### config.mk
export PLATFORM = sky130hd
export DESIGN_NAME = rsst_ctrl
export DESIGN_NICKNAME = d
export VERILOG_FILES = /design/src/range_sum_segment_tree_core_macros.svh /design/src/rsst_pkg.sv /design/src/rsst_ctrl.sv
export SDC_FILE = /design/constraint.sdc
export NUM_CORES = 1
export LEC_CHECK = 0
export BUFFER_PORTS_ARGS = -buffer_cell sky130_fd_sc_hd__buf_2
export CORE_MARGIN = 2
export CORE_UTILIZATION = 40
export CTS_CLUSTER_DIAMETER = 40
export CTS_CLUSTER_SIZE = 8
export DETAILED_ROUTE_END_ITERATION = 10
export GPL_TIMING_DRIVEN = 0
export MAX_ROUTING_LAYER = met4
export PLACE_DENSITY = 0.67
export RECOVER_POWER = 100
export SKIP_LAST_GASP = 1
export SYNTH_ARGS = -nofsm -noshare
export SYNTH_HDL_FRONTEND = slang
export SYNTH_SLANG_ARGS = --single-unit
### constraint.sdc
create_clock -name clock -period 2.4 [get_ports clock]
set_input_delay 0.48 -clock clock [delete_from_list [all_inputs] [get_ports clock]]
set_output_delay 0.48 -clock clock [all_outputs]
set_load 0.1 [all_outputs]
### src/range_sum_segment_tree_core_macros.svh
// Assertion macros for the range-sum segment tree core.
`ifndef RANGE_SUM_SEGMENT_TREE_CORE_MACROS_SVH
`define RANGE_SUM_SEGMENT_TREE_CORE_MACROS_SVH
`ifndef NO_ASSERTIONS
// Same-cycle implication, checked at every rising clock edge outside reset.
`define RSST_ASSERT_IMP(label, clk, rst, ante, cons) \
   label: assert property (@(posedge clk) disable iff (rst) (ante) |-> (cons)) \
      else $error("rsst: same-cycle check failed");
// Next-cycle implication, checked at every rising clock edge outside reset.
`define RSST_ASSERT_NXT(label, clk, rst, ante, cons) \
   label: assert property (@(posedge clk) disable iff (rst) (ante) |=> (cons)) \
      else $error("rsst: next-cycle check failed");
`else
`define RSST_ASSERT_IMP(label, clk, rst, ante, cons)
`define RSST_ASSERT_NXT(label, clk, rst, ante, cons)
`endif
`endif

### src/rsst_pkg.sv
// Shared types and constants of the range-sum segment tree core.
package rsst_pkg;

   // Field widths.
   localparam int INDEX_W      = 10;
   localparam int VALUE_W      = 32;
   localparam int SUM_W        = 64;
   localparam int LEAF_COUNT_W = 11;

   // Register port.
   localparam int                  CSR_ADDR_W       = 2;
   localparam int                  CSR_DATA_W       = 32;
   localparam logic [CSR_ADDR_W-1:0] ADDR_LEAF_COUNT = 2'd0;
   localparam logic [LEAF_COUNT_W-1:0] LEAF_COUNT_RESET = 11'd1024;

   // Operation codes of an input word.
   typedef enum logic [1:0] {
      MODE_LOAD   = 2'd0,
      MODE_BUILD  = 2'd1,
      MODE_ASSIGN = 2'd2,
      MODE_QUERY  = 2'd3
   } mode_type;

   typedef struct packed {
      mode_type                   mode;
      logic [INDEX_W-1:0]         index_lo;
      logic [INDEX_W-1:0]         index_hi;
      logic signed [VALUE_W-1:0]  value;
   } req_word_type;

   typedef struct packed {
      logic signed [SUM_W-1:0] range_sum;
      logic                    range_error;
   } rsp_word_type;

   // Datapath selectors.
   typedef enum logic [1:0] {WA_LPTR, WA_LEAF, WA_HALF} waddr_sel_type;
   typedef enum logic [1:0] {WD_ZERO, WD_VAL, WD_SUM} wdata_sel_type;
   typedef enum logic [2:0] {RA_L2, RA_L2P1, RA_SIB, RA_L, RA_RM1} raddr_sel_type;
   typedef enum logic [2:0] {LP_HOLD, LP_INC, LP_DEC, LP_NM1, LP_LEAF, LP_HALF} lptr_op_type;
   typedef enum logic [1:0] {RP_HOLD, RP_LOAD, RP_HALF} rptr_op_type;
   typedef enum logic [2:0] {AC_HOLD, AC_ZERO, AC_VAL, AC_RD, AC_ADD} acc_op_type;

   // Commands from the controller to the datapath.
   typedef struct packed {
      logic          capture;
      logic          mem_we;
      waddr_sel_type waddr_sel;
      wdata_sel_type wdata_sel;
      logic          mem_re;
      raddr_sel_type raddr_sel;
      lptr_op_type   lptr_op;
      rptr_op_type   rptr_op;
      acc_op_type    acc_op;
      logic          err_load;
      logic          rsp_load;
   } ctl_cmd_type;

   // Status from the datapath to the controller.
   typedef struct packed {
      mode_type mode;
      logic     index_ok;
      logic     query_ok;
      logic     single_leaf;
      logic     lptr_one;
      logic     l_lt_r;
      logic     l_odd;
      logic     r_odd;
      logic     clear_done;
      logic     rsp_free;
   } dp_status_type;

endpackage

### src/rsst_ctrl.sv
// Sequencing state machine of the range-sum segment tree core.
module rsst_ctrl
   import rsst_pkg::*;
(
   input  logic          clock,
   input  logic          reset,
   input  logic          req_valid,
   output logic          req_ready,
   input  dp_status_type stat,
   output ctl_cmd_type   cmd
);

   typedef enum logic [10:0] {
      ST_CLEAR    = 11'b000_0000_0001,
      ST_IDLE     = 11'b000_0000_0010,
      ST_DISPATCH = 11'b000_0000_0100,
      ST_B_RD0    = 11'b000_0000_1000,
      ST_B_RD1    = 11'b000_0001_0000,
      ST_B_WR     = 11'b000_0010_0000,
      ST_A_CHK    = 11'b000_0100_0000,
      ST_A_WR     = 11'b000_1000_0000,
      ST_Q_L      = 11'b001_0000_0000,
      ST_Q_R      = 11'b010_0000_0000,
      ST_RESP     = 11'b100_0000_0000
   } ctl_state_type;

   ctl_state_type state_ff, state_in;
   logic          pend_ff, pend_in;

   // State and pending-read flag.
   always_ff @(posedge clock) begin
      if (reset) begin
         state_ff <= ST_CLEAR;
         pend_ff  <= 1'b0;
      end else begin
         state_ff <= state_in;
         pend_ff  <= pend_in;
      end
   end

   // Next state and command decode.
   always_comb begin
      state_in      = state_ff;
      pend_in       = 1'b0;
      req_ready     = 1'b0;
      cmd.capture   = 1'b0;
      cmd.mem_we    = 1'b0;
      cmd.waddr_sel = WA_LPTR;
      cmd.wdata_sel = WD_ZERO;
      cmd.mem_re    = 1'b0;
      cmd.raddr_sel = RA_L;
      cmd.lptr_op   = LP_HOLD;
      cmd.rptr_op   = RP_HOLD;
      cmd.acc_op    = AC_HOLD;
      cmd.err_load  = 1'b0;
      cmd.rsp_load  = 1'b0;
      case (state_ff)
         ST_CLEAR: begin
            // Zero one memory entry per cycle after reset.
            cmd.mem_we    = 1'b1;
            cmd.waddr_sel = WA_LPTR;
            cmd.wdata_sel = WD_ZERO;
            cmd.lptr_op   = LP_INC;
            if (stat.clear_done) begin
               state_in = ST_IDLE;
            end
         end
         ST_IDLE: begin
            req_ready = 1'b1;
            if (req_valid) begin
               cmd.capture = 1'b1;
               state_in    = ST_DISPATCH;
            end
         end
         ST_DISPATCH: begin
            state_in = ST_IDLE;
            case (stat.mode)
               MODE_LOAD: begin
                  if (stat.index_ok) begin
                     cmd.mem_we    = 1'b1;
                     cmd.waddr_sel = WA_LEAF;
                     cmd.wdata_sel = WD_VAL;
                  end
               end
               MODE_BUILD: begin
                  cmd.lptr_op = LP_NM1;
                  if (!stat.single_leaf) begin
                     state_in = ST_B_RD0;
                  end
               end
               MODE_ASSIGN: begin
                  if (stat.index_ok) begin
                     cmd.mem_we    = 1'b1;
                     cmd.waddr_sel = WA_LEAF;
                     cmd.wdata_sel = WD_VAL;
                     cmd.lptr_op   = LP_LEAF;
                     cmd.acc_op    = AC_VAL;
                     state_in      = ST_A_CHK;
                  end
               end
               MODE_QUERY: begin
                  cmd.acc_op   = AC_ZERO;
                  cmd.err_load = 1'b1;
                  if (stat.query_ok) begin
                     cmd.lptr_op = LP_LEAF;
                     cmd.rptr_op = RP_LOAD;
                     state_in    = ST_Q_L;
                  end else begin
                     state_in = ST_RESP;
                  end
               end
               default: state_in = ST_IDLE;
            endcase
         end
         // Build: read both children, then write their sum to the parent.
         ST_B_RD0: begin
            cmd.mem_re    = 1'b1;
            cmd.raddr_sel = RA_L2;
            state_in      = ST_B_RD1;
         end
         ST_B_RD1: begin
            cmd.mem_re    = 1'b1;
            cmd.raddr_sel = RA_L2P1;
            cmd.acc_op    = AC_RD;
            state_in      = ST_B_WR;
         end
         ST_B_WR: begin
            cmd.mem_we    = 1'b1;
            cmd.waddr_sel = WA_LPTR;
            cmd.wdata_sel = WD_SUM;
            cmd.lptr_op   = LP_DEC;
            state_in      = stat.lptr_one ? ST_IDLE : ST_B_RD0;
         end
         // Assign: walk to the root, reading each sibling once.
         ST_A_CHK: begin
            if (stat.lptr_one) begin
               state_in = ST_IDLE;
            end else begin
               cmd.mem_re    = 1'b1;
               cmd.raddr_sel = RA_SIB;
               state_in      = ST_A_WR;
            end
         end
         ST_A_WR: begin
            cmd.mem_we    = 1'b1;
            cmd.waddr_sel = WA_HALF;
            cmd.wdata_sel = WD_SUM;
            cmd.acc_op    = AC_ADD;
            cmd.lptr_op   = LP_HALF;
            state_in      = ST_A_CHK;
         end
         // Query, left edge: add any pending term, read the left node if odd.
         ST_Q_L: begin
            if (pend_ff) begin
               cmd.acc_op = AC_ADD;
            end
            if (!stat.l_lt_r) begin
               state_in = ST_RESP;
            end else begin
               if (stat.l_odd) begin
                  cmd.mem_re    = 1'b1;
                  cmd.raddr_sel = RA_L;
                  cmd.lptr_op   = LP_INC;
                  pend_in       = 1'b1;
               end
               state_in = ST_Q_R;
            end
         end
         // Query, right edge: add any pending term, read the right node if
         // odd, and move both edges up one level.
         ST_Q_R: begin
            if (pend_ff) begin
               cmd.acc_op = AC_ADD;
            end
            if (stat.r_odd) begin
               cmd.mem_re    = 1'b1;
               cmd.raddr_sel = RA_RM1;
               pend_in       = 1'b1;
            end
            cmd.lptr_op = LP_HALF;
            cmd.rptr_op = RP_HALF;
            state_in    = ST_Q_L;
         end
         ST_RESP: begin
            if (stat.rsp_free) begin
               cmd.rsp_load = 1'b1;
               state_in     = ST_IDLE;
            end
         end
         default: state_in = ST_CLEAR;
      endcase
   end

endmodule

After elaboration in Yosys (flattened, before gate mapping)

Cells that the tools add are included.
Widths: inputs -> output; s select.

Register bits: 12
Latch bits: 0
RAM bits: 0
Bits in read-only memories: 0
Bits of input ports: 14
Word-level logic and storage cells: 64
Memories: 0

Add/sub/neg operators: 0
Multipliers: 0
Div/mod/pow operators: 0
Order comparisons: 0
Equality and inequality tests: 17
Shift operators: 0
Muxes and demuxes: 40
Bitwise gates (word level): 0
Reductions and logical operators: 5

Operators with widths:

| kind                 | number |
|---|---|
| $pmux 11 s11         | 1 |
| $mux 11              | 5 |
| $pmux 11 s3          | 1 |
| $mux 7               | 3 |
| $pmux 4 s5           | 1 |
| $pmux 5 s4           | 1 |
| $mux 4               | 4 |
| $mux 5               | 3 |
| $pmux 3 s5           | 1 |
| $pmux 3 s4           | 1 |
| $eq 11x1->1 const B  | 1 |
| $eq 11x10->1 const B | 1 |
| $eq 11x11->1 const B | 1 |
| $eq 11x2->1 const B  | 1 |
| $eq 11x3->1 const B  | 1 |
| $eq 11x4->1 const B  | 1 |
| $eq 11x5->1 const B  | 1 |
| $eq 11x6->1 const B  | 1 |
| $eq 11x7->1 const B  | 1 |
| $eq 11x8->1 const B  | 1 |
| $eq 11x9->1 const B  | 1 |
| $mux 1               | 10 |
| $pmux 3 s3           | 1 |
| $mux 8               | 1 |
| 11 further kinds     | 18 |

Longest topological paths before layout

Gate-level depths: netlist (run 1).

Depth after elaboration: 4
Gate-level depth with buffers: 7
Mapped depth without buffers: 6

Worst setup path after synthesis (run 1)

OpenSTA, ideal clock, no wires.

Path type: register to output
From: reg state_ff[10]
To: out cmd[18] in the netlist's numbering
Arrival time: 4.855 ns
Required time: 1.920 ns
Slack: -2.935 ns
Stages on the path, launching flop included: 6
Path buffers: 1
Cell sequence: dfxtp_1 > buf_6 > or3_4 > nor4_1 > nor2b_1 > nand2b_1

RTL lines:

| what                   | RTL line        | source |
|---|---|---|
| start, declared        | rsst_ctrl.sv:27 | `ctl_state_type state_ff, state_in;` |
| start signal, assigned | rsst_ctrl.sv:36 | `state_ff <= state_in;` |
| end, declared          | rsst_ctrl.sv:10 | `output ctl_cmd_type cmd` |

==> reports/results.env, run 1 <==
DRT_FIRST_ITER_VIOLATIONS=60
CTSHTREEMAXLEVEL=1
WORST_SETUP_PATH_START_KIND='flop'
POSTSYNTHREGISTERBITS=12
PLACEDINSTANCEAREA_SQ_MM=0.00126
HOLD_PATH_END='state_ff[5]'
CP_DATA_REQUIRED_TIME_PS=1920
SLEW_HEADROOM_PCT=60.7
TIMING_MAX_TRANSITION_VIOLATIONS_FINAL=0
FAILED_CHECKS='negative setup slack'
ROOT_BUFFER='sky130_fd_sc_hd__clkbuf_4'
DRC_ERRORS=0
CLOCK-SKEW-FINAL_PS=10.2
CTS_SINKS=12
FINALWIRELENGTH_UM=4270
GLOBALPLACE.CONGESTION=0.821
START_UTIL_PCT=42.3
LAYOUT-AREA-OVERHEAD-VS-SYNTH_PCT=94.1
POST_SYNTH_INST_COUNT=119
DOMINANTREGCELLSYNTH='sky130_fd_sc_hd__dfxtp_1'
FINAL-HOLD-VIOLATION-COUNT=0
YOSYSWARNINGS=0
CHIPWIDTH_UM=52.4
CTS.REPORTEDPATHS.CLKPINSLEW_PS=90
SYN_AREA_PER_CELL_SQ_UM=7.86
GRT_OVERFLOW=0
MIN_PATH_CELLS=2
FINISH.UTILIZATION_PCT=82.1
MAXCLOCKFREQUENCY_GHz=0.383
WORSTHOLDSTART='reset'
BUFFER_PORTS.INSERTED=34
ANT_NETS=0
SYNTH_TOP_CELLS_BY_AREA='sky130_fd_sc_hd__dfxtp_1 26%, sky130_fd_sc_hd__nor2_1 4.4%, sky130_fd_sc_hd__nand3_1 4.3%, sky130_fd_sc_hd__nand2b_1 4.0%, sky130_fd_sc_hd__nand2_1 3.6%'
FIRST_GLOBAL_VIAS=1086
MULTI_INPUT_AREA_SQ_UM=886
DIE-AREA_SQ_MM=0.00274
DRT_FIRST_PASS_ITERS=4
POWER_LEAKAGE_nW=0.774
ANTENNA-DIODE-COUNT=0
FINAL-INSTANCE-COUNT-EXCL-FILL=207
YS_TOP_CELLS_BY_COUNT='12 x sky130_fd_sc_hd__dfxtp_1, 11 x sky130_fd_sc_hd__nor2_1, 9 x sky130_fd_sc_hd__nand2_1, 8 x sky130_fd_sc_hd__nand3_1, 6 x sky130_fd_sc_hd__nand2b_1'
PLACE.DETAILED.HPWL_UM=2040
CLOCK_INSERTION_DELAY_WORST_SKEW_PS=290
SYNTH.YOSYS.SEQ_AREA_SHARE_PCT=25.7
R2R_END='state_ff[0]'
YOSYS.CELL_TYPES.COUNT=48
TIMING.REG2REG.SETUP_SLACK_PS=210
REG2REG_FROM='state_ff[9]'
TRITONCTS='done'
GRTUSAGETOTAL_PCT=26.7
PWR_PER_CELL_AREA_mW_PER_MM2=562
FIN_CRIT_SHARE_PCT=109
AVGROUTEDWIREPERCELL_UM=20.6
CRIT_PATH_MAX_FANOUT=8
CTS_HOLD_BUF=0
CTS_MADE_BUFFERS=3
TIMING.FINAL.WS_SETUP_PS=-211
VDD_DROP_MAX_V=0.000579
FINISH.INSTANCE_AREA_SQ_MM=0.00182
PLACED_CELLS_INCL_TAPS=181
HOLDWS_PS=412
SYNTH_MOST_COMMON_CELL='sky130_fd_sc_hd__dfxtp_1'
SYNTH_ASYNC_SR_FLOP_SHARE_PCT=0
MAX_CAP_VIOL_COUNT=0
GRT_START_MAX_NET_PINS=10
R2R.WORST_PATH.CELLS=5
CRIT_ARRIVAL_PS=2130
MIN-DELAY-PATH-CLASS='input port to flop'
FLOORPLAN.IO_PINS=35
SYNTH_AREA_LEADER_CELL='sky130_fd_sc_hd__dfxtp_1'
SHARE_OF_LAYOUT_CELLS_ABOVE_DRIVE_STRENGTH_1_PCT=65.9
CLK_PATH_BUF_DEPTH=2
TIMING.FINAL.CRIT_PERIOD_PS=2610
TIMING.CRITICAL_PATH.TO_TYPE='primary output'
VIAS=1266
STATUS='complete, but fails checks'
LAYOUT_NET_COUNT=194
N_FILL_CELL=126
ROUTED_VIA_DENSITY=6.12
GRT_ANTENNA_BEFORE_REPAIR=0
POST-LAYOUT-TOTAL-POWER_mW=1.02
SETUP_VIOL=13
WORST_SLEW_PIN_SLEW_PS=584
DIE_EXTENT_IN_Y_UM=52.4
WIRE_LENGTH_OF_THE_FIRST_GLOBAL_ROUTING_PASS_UM=5070
CRITPATHKIND='flop to primary output'
CORE_AREA_SQ_MM=0.00221
FF_LATCH_AREA_SQ_UM=262
NUMBER_OF_ENABLE_TYPE_REGISTER_CELLS_IN_THE_SYNTHESIZED_NETLIST=0
SYNTH_AREA_SQ_UM=936
PROPORTION_OF_NETLIST_AREA_HELD_BY_THE_LARGEST_AREA_CONTRIBUTOR_PCT=25.7
SYNTH_NETS=133
ROW_COUNT=17
GRT_SETUP_UNREPAIRED='true'
[metrics by stage]
step | setup slack (ps) | TNS, ps
after global routing | -269 | -1940
after floorplan | -1120 | -8140
final | -211 | -1240
after global placement | -238 | -1070
after detailed placement | -270 | -1180
after CTS | -65.3 | -140
[timing repair]
item	CTS	global route
gates resized for setup	61	31
gates cloned	0	0
pin swaps	13	10
endpoints found under the setup margin	20	18
setup buffers	13	15
[registers in the layout, summed over array words and instances (netlist names)]
register / cells
state_ff: 11
pend_ff: 1
[worst max-delay path by stage]
stage	start	end	depth (start not counted)	slack, ps
global route	state_ff[1]	cmd[7]	6	-270
global placement	state_ff[5]	cmd[9]	7	-240
finish	state_ff[1]	cmd[7]	6	-210
CTS	state_ff[3]	cmd[9]	7	-70
floorplan	state_ff[4]	cmd[7]	5	-1120
detailed placement	state_ff[5]	cmd[9]	7	-270
[per-layer routing]
| layer | wire length [um] | vias to the layer above | GRT usage (%) | part of all wire, % |
|---|---|---|---|---|
| li1 | - | 556 | - | - |
| met4 | 138 | 0 | 10.3 | 3.2 |
| met1 | 1570 | 606 | 29.0 | 37 |
| met5 | 0 | - | - | 0 |
| met2 | 2150 | 87 | 46.7 | 51 |
| met3 | 406 | 17 | 6.57 | 9.5 |
[power by group]
part           leakage, nW  internal (mW)  switching [mW]
sequential           0.103          0.209          0.0317
combinational        0.650          0.223           0.385
clock               0.0210         0.0925          0.0788
[critical path: stages, from the launching register on]
cell and delay, ps:
sky130_fd_sc_hd__dfxtp_2 390, sky130_fd_sc_hd__nor4_4 370, sky130_fd_sc_hd__nand2_2 180, sky130_fd_sc_hd__nor4b_4 390
sky130_fd_sc_hd__nor2_2 110, sky130_fd_sc_hd__nand4_1 190, sky130_fd_sc_hd__buf_8 220
[kinds of logic after synthesis]
family | synth area share (%)
AND/OR/NAND/NOR | 50.7
XOR/XNOR | 3.74
buffers and inverters | 5.61
AO/OA/AOI/OAI | 14.3
flip-flops | 25.7
[layout by cell type, fill, tap and decap left out, types with 5 or more instances in the layout]
cell / instances
sky130_fd_sc_hd__buf_12: 10
sky130_fd_sc_hd__dfxtp_2: 5
sky130_fd_sc_hd__nand2b_1: 5
sky130_fd_sc_hd__buf_2: 15
sky130_fd_sc_hd__nand3_1: 5
sky130_fd_sc_hd__buf_4: 31
sky130_fd_sc_hd__nor2_1: 7
[cell type report]
type	instances	area share, %
Sequential cell	12	14.4
Timing Repair Buffer	61	31.5
Tap cell	28	1.93
Clock buffer	4	2.00
Buffer	1	0.413
Inverter	4	1.03
Multi-Input combinational cell	97	48.8
Power figures use the tool's default switching activity.
==> run 2, diff against run 1 <==
--- a/config.mk
+++ b/config.mk
@@ -8,4 +8,4 @@
 export BUFFER_PORTS_ARGS = -buffer_cell sky130_fd_sc_hd__buf_2
-export CORE_MARGIN = 2
-export CORE_UTILIZATION = 40
+export CORE_MARGIN = 4
+export CORE_UTILIZATION = 48
 export CTS_CLUSTER_DIAMETER = 40
@@ -15,3 +15,3 @@
 export MAX_ROUTING_LAYER = met4
-export PLACE_DENSITY = 0.67
+export PLACE_DENSITY = 0.78
 export RECOVER_POWER = 100
--- a/constraint.sdc
+++ b/constraint.sdc
@@ -3,2 +3,2 @@
 set_output_delay 0.48 -clock clock [all_outputs]
-set_load 0.1 [all_outputs]
+set_load 0.02 [all_outputs]
==> reports/results.env, run 2 (synthesized netlist as in run 1, its figures left out) <==
DRT_FIRST_PASS_ITERS=5
INTPOWER_mW=0.492
AVGROUTEDWIREPERCELL_UM=18.1
TIMING.FINAL.CRIT_PERIOD_PS=2490
CLOCK-SKEW-FINAL_PS=9.58
MIN-DELAY-PATH-CLASS='input port to flop'
COMBINATIONAL_POWER_SHARE_PCT=49.8
CLOCK_INSERTION_DELAY_WORST_SKEW_PS=290
TIMING.CRITICAL_PATH.SLOWEST_CELL_DELAY_PS=380
CP-ENDPOINT='cmd[9]'
FINALWIRELENGTH_UM=3580
LAYOUT-AREA-OVERHEAD-VS-SYNTH_PCT=60.7
FAILED_CHECKS='negative setup slack'
DIE-AREA_SQ_MM=0.00272
DRT_FIRST_ITER_VIOLATIONS=59
TRITONCTS='done'
PLACE.DETAILED.HPWL_UM=2040
LAYOUT_NET_COUNT=188
CRITPATHKIND='flop to primary output'
CP_DATA_REQUIRED_TIME_PS=1920
VDD_DROP_MAX_V=0.000456
CLOCK_POWER_SHARE_PCT=21.0
CRIT_PATH_MAX_FANOUT=5
TIMING.CRITICAL_PATH.CELLS='buf_4 -> nor3_4 -> and4_4 -> and3b_2 -> nand2_1 -> nand3_1 -> buf_2'
CHIPWIDTH_UM=52.2
MULTI_INPUT_AREA_SQ_UM=803
LARGEST-REGISTER='state_ff'
BUFFER_PORTS.INSERTED=34
CTS_HOLD_BUF=0
CORE_AREA_SQ_MM=0.00178
REG2REG_FROM='state_ff[8]'
STATUS='complete, but fails checks'
FIRST_GLOBAL_VIAS=955
POWER_SWITCHING_mW=0.321
ROW_COUNT=15
N_FILL_CELL=105
VIAS=1206
TIMING.CRITICAL_PATH.TO_TYPE='primary output'
START_UTIL_PCT=52.5
LARGEST_REG_FLOPS=11
SEQ_POWER_SHARE_PCT=29.2
FLOORPLAN.IO_PINS=35
CTSHTREEMAXLEVEL=1
CTS_SINKS=12
SETUP_VIOL=6
FF_LATCH_AREA_SQ_UM=259
TIMING.FINAL.WS_SETUP_PS=-89.9
LAYOUT.CELLS.MOST_COMMON='sky130_fd_sc_hd__buf_2'
SLEW_HEADROOM_PCT=68.8
WORSTSETUPPATHDEPTH=7
FIN_TNS_SETUP_PS=-312
CRITICAL_PATH_ORIGIN='state_ff[7]'
SHARE_OF_LAYOUT_CELLS_ABOVE_DRIVE_STRENGTH_1_PCT=54.3
ROOT_BUFFER='sky130_fd_sc_hd__clkbuf_4'
HOLDWS_PS=408
GRTUSAGETOTAL_PCT=23.5
DRC_ERRORS=0
ANT_NETS=0
CP_SLOWEST_CELL='sky130_fd_sc_hd__dfxtp_4'
MAX_CAP_VIOL_COUNT=0
BIGGESTREGSBYFLOPS='state_ff (11), pend_ff (1)'
ANTENNA-DIODE-COUNT=0
CRIT_ARRIVAL_PS=2010
PWR_PER_CELL_AREA_mW_PER_MM2=541
WIRE_LENGTH_OF_THE_FIRST_GLOBAL_ROUTING_PASS_UM=4530
WORST_SLEW_PIN_SLEW_PS=464
GRT_SETUP_UNREPAIRED='true'
FINAL-HOLD-VIOLATION-COUNT=0
CLK_PATH_BUF_DEPTH=2
PATH_DELAY_FAMILY='simple AND/OR/NAND/NOR gates'
R2R_END='state_ff[0]'
GLOBALPLACE.CONGESTION=0.858
CTS.REPORTEDPATHS.CLKPINSLEW_PS=90
WORST_SETUP_PATH_START_KIND='flop'
MAXCLOCKFREQUENCY_GHz=0.402
POWER_LEAKAGE_nW=0.688
DIE_EXTENT_IN_Y_UM=52.2
CTS_MADE_BUFFERS=3
R2R.WORST_PATH.CELLS=5
GRT_OVERFLOW=0
TIMING_MAX_TRANSITION_VIOLATIONS_FINAL=0
PRE_CTS_SLACK_PS=-144
TIMING.REG2REG.SETUP_SLACK_PS=200
CRITICAL_PATH_BUF_INV_COUNT=2
ROUTED_VIA_DENSITY=6.09
SW_FRAC_OF_TOTAL_PCT=39.5
GRT_START_MAX_NET_PINS=11
FIN_CRIT_SHARE_PCT=104
GRT_ANTENNA_BEFORE_REPAIR=0
MOST-COMMON-LAYOUT-CELLS='29 x sky130_fd_sc_hd__buf_2, 24 x sky130_fd_sc_hd__buf_4, 10 x sky130_fd_sc_hd__nor2_1'
run 2: changes by cell type in the layout (fill, tap and decap cells not counted), moves of 3 or more:
cell	delta
sky130_fd_sc_hd__nand2_2	-4
sky130_fd_sc_hd__buf_2	+14
sky130_fd_sc_hd__nand2_1	+5
sky130_fd_sc_hd__buf_4	-7
sky130_fd_sc_hd__buf_12	-10
sky130_fd_sc_hd__nor2_1	+3
run 2: routing by layer:
metal / up-vias / track usage (%) / routed length [um]
li1: 544 / - / -
met1: 576 / 24.9 / 1300
met2: 70 / 42.9 / 1940
met3: 16 / 7.74 / 255
met4: 0 / 3.83 / 91
met5: - / - / 0
run 2: final cells by class:
class                   count  area share [%]
multi-input cells          97            53.4
repair buffers             53            22.1
flip-flops and latches     12            17.2
clock buffers               4            2.41
well taps                  25            2.08
plain buffers               3            1.75
inverters                   4           0.998
run 2: worst min path at each step:
| stage | startpoint | to | slack [ps] | cells after the start |
|---|---|---|---|---|
| 2_1_floorplan | reset | pend_ff | 550 | 1 |
| 3_3_place_gp | state_ff[3] | state_ff[4] | 600 | 3 |
| 3_5_place_dp | state_ff[3] | state_ff[4] | 600 | 3 |
| 4_1_cts | reset | state_ff[2] | 400 | 2 |
| 5_1_grt | reset | state_ff[7] | 400 | 2 |
| 6_report | reset | state_ff[7] | 410 | 2 |
run 2: metrics by stage:
| step | power, mW | instances | utilization, % | cell area (sq um) |
|---|---|---|---|---|
| after floorplan | 0.438 | 119 | - | 953 |
| after global placement | 0.507 | 178 | 64.8 | 1150 |
| after detailed placement | 0.511 | 178 | 64.8 | 1150 |
| after CTS | 0.715 | 188 | 73.4 | 1310 |
| after global routing | 0.847 | 198 | 84.4 | 1500 |
| final | 0.813 | 198 | 84.4 | 1500 |
run 2: worst register-to-register path: stages, from the launching register on:
cell                       delay (ps)
sky130_fd_sc_hd__dfxtp_1          310
sky130_fd_sc_hd__buf_4            170
sky130_fd_sc_hd__or3_4            470
sky130_fd_sc_hd__or4_1            550
sky130_fd_sc_hd__a41o_1           380
sky130_fd_sc_hd__o21bai_1         220
run 2: timing repair:
action                     CTS  global route
setup endpoints to repair   16            15
setup buffers                7            13
resized for setup           17            30
pin swaps                    4             9
run 2: power by group through the flow:
stage	clock, mW	combinational, mW	sequential, mW
CTS	0.172	0.307	0.236
finish	0.171	0.405	0.237
global placement	0	0.272	0.235
detailed placement	0	0.276	0.236
floorplan	0	0.206	0.231
global route	0.180	0.428	0.238
